==> config.mk <==
export PLATFORM = sky130hd
export DESIGN_NAME = rbei_alu
export DESIGN_NICKNAME = d
export VERILOG_FILES = /design/src/sv/rbei_pkg.sv /design/src/sv/rbei_alu.sv
export SDC_FILE = /design/constraint.sdc
export NUM_CORES = 2
export LEC_CHECK = 0
export BUFFER_PORTS_ARGS = -buffer_cell sky130_fd_sc_hd__buf_2
export CORE_UTILIZATION = 60
export CTS_CLUSTER_SIZE = 40
export DETAILED_ROUTE_END_ITERATION = 7
export PLACE_DENSITY_LB_ADDON = 0.2
export REMOVE_ABC_BUFFERS = 1
export SETUP_SLACK_MARGIN = 0.5
export SKIP_CTS_REPAIR_TIMING = 1
export SYNTH_ARGS = -nofsm -noshare
export SYNTH_HDL_FRONTEND = slang
export SYNTH_SLANG_ARGS = --single-unit
==> constraint.sdc <==
create_clock -name clk -period 8.75 [get_ports clk]
set_clock_uncertainty 0.1 [all_clocks]
set_input_delay 1.75 -clock clk [delete_from_list [all_inputs] [get_ports clk]]
set_output_delay 1.75 -clock clk [all_outputs]
set_load 0.005 [all_outputs]
==> src/sv/rbei_pkg.sv <==
// ---------------------------------------------------------------------------
// Rigid body integrator package
// Shared word types, beat payload structs and the control group of the
// shared arithmetic unit.
// ---------------------------------------------------------------------------
package rbei_pkg;

    localparam int WORD_BITS = 32;
    localparam int FRAC_BITS = 16;
    localparam int DT_BITS   = 16;
    localparam int INV_BITS  = 31;

    typedef logic signed [WORD_BITS-1:0] word_t;
    typedef word_t [2:0] vec_t;
    typedef logic [2:0] cmd_t;
    typedef logic [DT_BITS-1:0] dt_t;
    typedef logic [INV_BITS-1:0] inv_t;

    typedef struct packed {
        cmd_t  cmd;
        word_t vec_x;
        word_t vec_y;
        word_t vec_z;
        word_t point_x;
        word_t point_y;
        word_t point_z;
        word_t center_x;
        word_t center_y;
        word_t center_z;
        dt_t   dt;
    } in_t;

    typedef struct packed {
        word_t vel_x;
        word_t vel_y;
        word_t vel_z;
        word_t spin_x;
        word_t spin_y;
        word_t spin_z;
        word_t move_x;
        word_t move_y;
        word_t move_z;
        word_t turn_x;
        word_t turn_y;
        word_t turn_z;
    } out_t;

    // Control of the shared unit for one step.
    typedef struct packed {
        logic mul_en;    // capture a new product
        logic use_prod;  // add the scaled product instead of the plain operand
        logic sub;       // subtract instead of add
    } alu_ctl_t;

endpackage

==> src/sv/rbei_alu.sv <==
// ---------------------------------------------------------------------------
// Rigid body integrator shared arithmetic unit
// One signed multiplier with a product register, followed by a floor shift,
// saturation and a saturating add or subtract.
// ---------------------------------------------------------------------------
module rbei_alu
    import rbei_pkg::*;
(
    input  logic     clk,
    input  alu_ctl_t ctl,
    input  word_t    mul_a,
    input  word_t    mul_b,
    input  word_t    add_a,
    input  word_t    add_b,
    output word_t    result
);

    localparam int PROD_BITS = 2 * WORD_BITS;
    localparam int Q_BITS    = PROD_BITS - FRAC_BITS;

    logic signed [PROD_BITS-1:0] prod_reg;
    logic signed [PROD_BITS-1:0] prod_next;
    logic [Q_BITS-1:0]           q;
    logic [Q_BITS-WORD_BITS:0]   q_top;
    word_t                       scaled;
    word_t                       addend;
    logic [WORD_BITS:0]          sum;

    always_comb
    begin
        prod_next = ctl.mul_en ? mul_a * mul_b : prod_reg;
    end

    always_ff @(posedge clk)
    begin
        prod_reg <= prod_next;
    end

    // Dropping the low bits of a two's complement product rounds toward
    // minus infinity.
    always_comb
    begin
        q     = prod_reg[PROD_BITS-1:FRAC_BITS];
        q_top = q[Q_BITS-1:WORD_BITS-1];
        if (q_top == '0 || q_top == '1)
        begin
            scaled = word_t'(q[WORD_BITS-1:0]);
        end
        else if (q[Q_BITS-1])
        begin
            scaled = {1'b1, {(WORD_BITS-1){1'b0}}};
        end
        else
        begin
            scaled = {1'b0, {(WORD_BITS-1){1'b1}}};
        end
    end

    always_comb
    begin
        addend = ctl.use_prod ? scaled : add_b;
        if (ctl.sub)
        begin
            sum = {add_a[WORD_BITS-1], add_a} - {addend[WORD_BITS-1], addend};
        end
        else
        begin
            sum = {add_a[WORD_BITS-1], add_a} + {addend[WORD_BITS-1], addend};
        end
        if (sum[WORD_BITS] != sum[WORD_BITS-1])
        begin
            result = sum[WORD_BITS] ? {1'b1, {(WORD_BITS-1){1'b0}}}
                                    : {1'b0, {(WORD_BITS-1){1'b1}}};
        end
        else
        begin
            result = word_t'(sum[WORD_BITS-1:0]);
        end
    end

endmodule

==> results by group <==
Hold path
  – Worst Hold Launch: ctl[2]
  – Hold crit path type: input port to flip-flop

Critical path
  – Worst Setup End Kind: flip-flop
  – Max Fanout on Critical Path: 5
  – Worst setup path start: mul_b[8]
  – CP most frequent cell: fa_1
  – Setup crit start kind: input port
  – Worst EP required: ~8.7 ns
  – Worst path max stage delay: slightly above 0.6 ns
  – Cell family with most CP delay: adder cells
  – Setup crit end: prod_reg[60]$_DFFE_PP_
  – WP depth: 28
  – WS Path Type: input port to flip-flop
  – Worst path bufs/invs: 8
  – Critical path arrival: slightly below 9 ns
  – CP max-delay cell: fa_1

Global routing
  – Remaining global-route overflow: 0
  – Vias in the first global route: 33123
  – Initial antenna violation count: 8
  – Total GRT Usage: ~33%
  – Largest net degree at the start of global routing: 49
  – Global-route wire length before repair: ~170 mm

Drt
  – Metal-1 WL: 42.5 mm
  – DR pass1 iterations: 6
  – Final wirelength: between 100 and 150 mm
  – Wire length per cell: 19.9 um
  – WL met2: 56.5 mm
  – Initial DRC Count: about 2100
  – Via/cell ratio: 5.56
  – Top layer used by detailed routing: met4
  – DRC Markers: 0
  – Met3 WL: 7.74 mm
  – Post-route antenna net violation count: 0
  – Vias post-DR: 31196

Outcome
  – Run status: complete, no violations

Timing
  – Achievable frequency: 115 MHz
  – WHS: 2.10 ns
  – Period minus WS final: 8.72 ns
  – Slew headroom: between 30 and 40%
  – Unrepaired setup endpoints after global routing: yes
  – Tcrit/Tclk final: roughly 100%
  – Final Max Tran Viols: 0
  – Hold Fails Final Rpt: 0
  – # setup viols final: 0
  – Worst slew pin tran: 1.05 ns

Cells and area
  – Layout cells sized above 1: 19.1%
  – Area grow syn2layout: 17.6%
  – Core Util, Final: 71.8%
  – Max reg flops: 48
  – Layout Nets: 6166
  – Fillers: 4872
  – Most frequent cells in the layout: 1047 x fa_1, 935 x inv_1, 523 x nand2_1
  – Most common library cell in the layout ignoring fill and taps: fa_1
  – Non-Filler Instances: 5613

Logic synthesis
  – Seq cells post-synth: 48
  – Synth cell types: 75
  – EDFF count, synth: 48
  – Syn_area_per_cell: 9.36 um2
  – Share of synthesized flip-flops with an asynchronous set or reset: 0%
  – Synthesized cell area: 40400 um2
  – Dominant synthesized flop cell: edfxtp_1
  – Yosys warns: 0
  – Sequential fraction of the synthesis area: under 10%
  – Cells after Synth: 4317

Placed design
  – GPL Wtd Cong: between 0.9 and 1
  – Port buffer count: 163
  – HPWL Detailed: 93.6 mm
  – Post-Place Cells: 5523

Clock network
  – Clock sink total: 48
  – Clk root buf: clkbuf_16
  – CTS tree: yes
  – CTS buffer count: 5
  – Clock-pin slew on the worst setup and hold paths: 0.07 ns
  – H-tree Lvls: 2
  – CTS Buffer Depth: 2

Floorplan
  – Die Ht: 262 um
  – Core Area: 66200 um2
  – Row cnt: 94
  – Initial Utilization: 61.0%
  – Die W: 262 um
  – Top Ports: 164
  – Full die area: 68400 um2

Run
  – Max-cap violations: 0
worst min-delay path by stage:
| stage | endpoint | slack (ns) | cells after the start |
|---|---|---|---|
| finish | prod_reg[62]$_DFFE_PP_ | 2.10 | 1 |
| global placement | prod_reg[62]$_DFFE_PP_ | 2.40 | 1 |
| global route | prod_reg[62]$_DFFE_PP_ | 2.15 | 1 |
| CTS | prod_reg[62]$_DFFE_PP_ | 2.11 | 1 |
| detailed placement | prod_reg[62]$_DFFE_PP_ | 2.42 | 1 |
| floorplan | prod_reg[16]$_DFFE_PP_ | 1.76 | 0 |
logic make-up after synthesis:
family          share of synthesized area (%)
compound gates                           5.45
xor+xnor                                 2.53
fa+ha+maj                                61.0
buf+inv                                  11.1
flops                                    3.57
mux                                     0.130
simple gates                             16.2
metrics by stage:
stage / cell area [um2] / TNS [ns] / setup slack [ns]
after floorplan: 39600 / -12.84 / -0.404
after global placement: 44800 / -12.25 / -0.591
after detailed placement: 44800 / -15.61 / -0.629
after CTS: 45000 / -6.31 / -0.345
after global routing: 47600 / -1.23 / -0.153
final: 47600 / 0 / 0.0268
area by class of cell:
class	instances	area, um2	area share [%]
Sequential cell	48	1440	3.03
Tap cell	864	1080	2.27
Timing Repair Buffer	633	5630	11.8
Antenna cell	9	22.5	0.0474
Clock inverter	3	46.3	0.0974
Multi-Input combinational cell	3083	35600	74.8
Clock buffer	5	125	0.263
Inverter	968	3640	7.65
synth_stat cells, drive strengths merged, types with 4 or more instances:
master  instances  share of area (%)
clkbuf        205                1.9
nand2         536                5.0
nand2b         18               0.28
inv           967                9.0
ha            213                6.6
o31ai           9               0.18
o311ai          4              0.087
a211oi         10               0.19
buf            13               0.18
o21bai         12               0.22
maj3           31               0.86
nand3          25               0.32
nor4            7               0.26
or3             9               0.14
and2          519                8.0
xor2           42               0.91
and4            4              0.087
a31o            5               0.11
nand4          17               0.30
fa           1082                 54
nor2          103               0.96
and3           13               0.20
o21a            8               0.15
o211ai          9               0.17
xnor2          74                1.6
nor2b          10               0.15
a21oi         125                1.5
a21boi          4              0.074
a31oi          19               0.29
a221oi          9               0.20
nor3           19               0.24
edfxtp         48                3.6
o21ai          48               0.59
a21o           55                1.0
metal layers:
metal  vias to the layer above  track usage [%]
met3                       302             4.40
met2                      1274             56.8
met4                         0             12.3
met1                     16019             42.4
met5                         -                0
li1                      13601                -
Power is left out: the tool's default activity adds up to more than one toggle a clock period on the data nets, which glitch-free logic cannot reach.
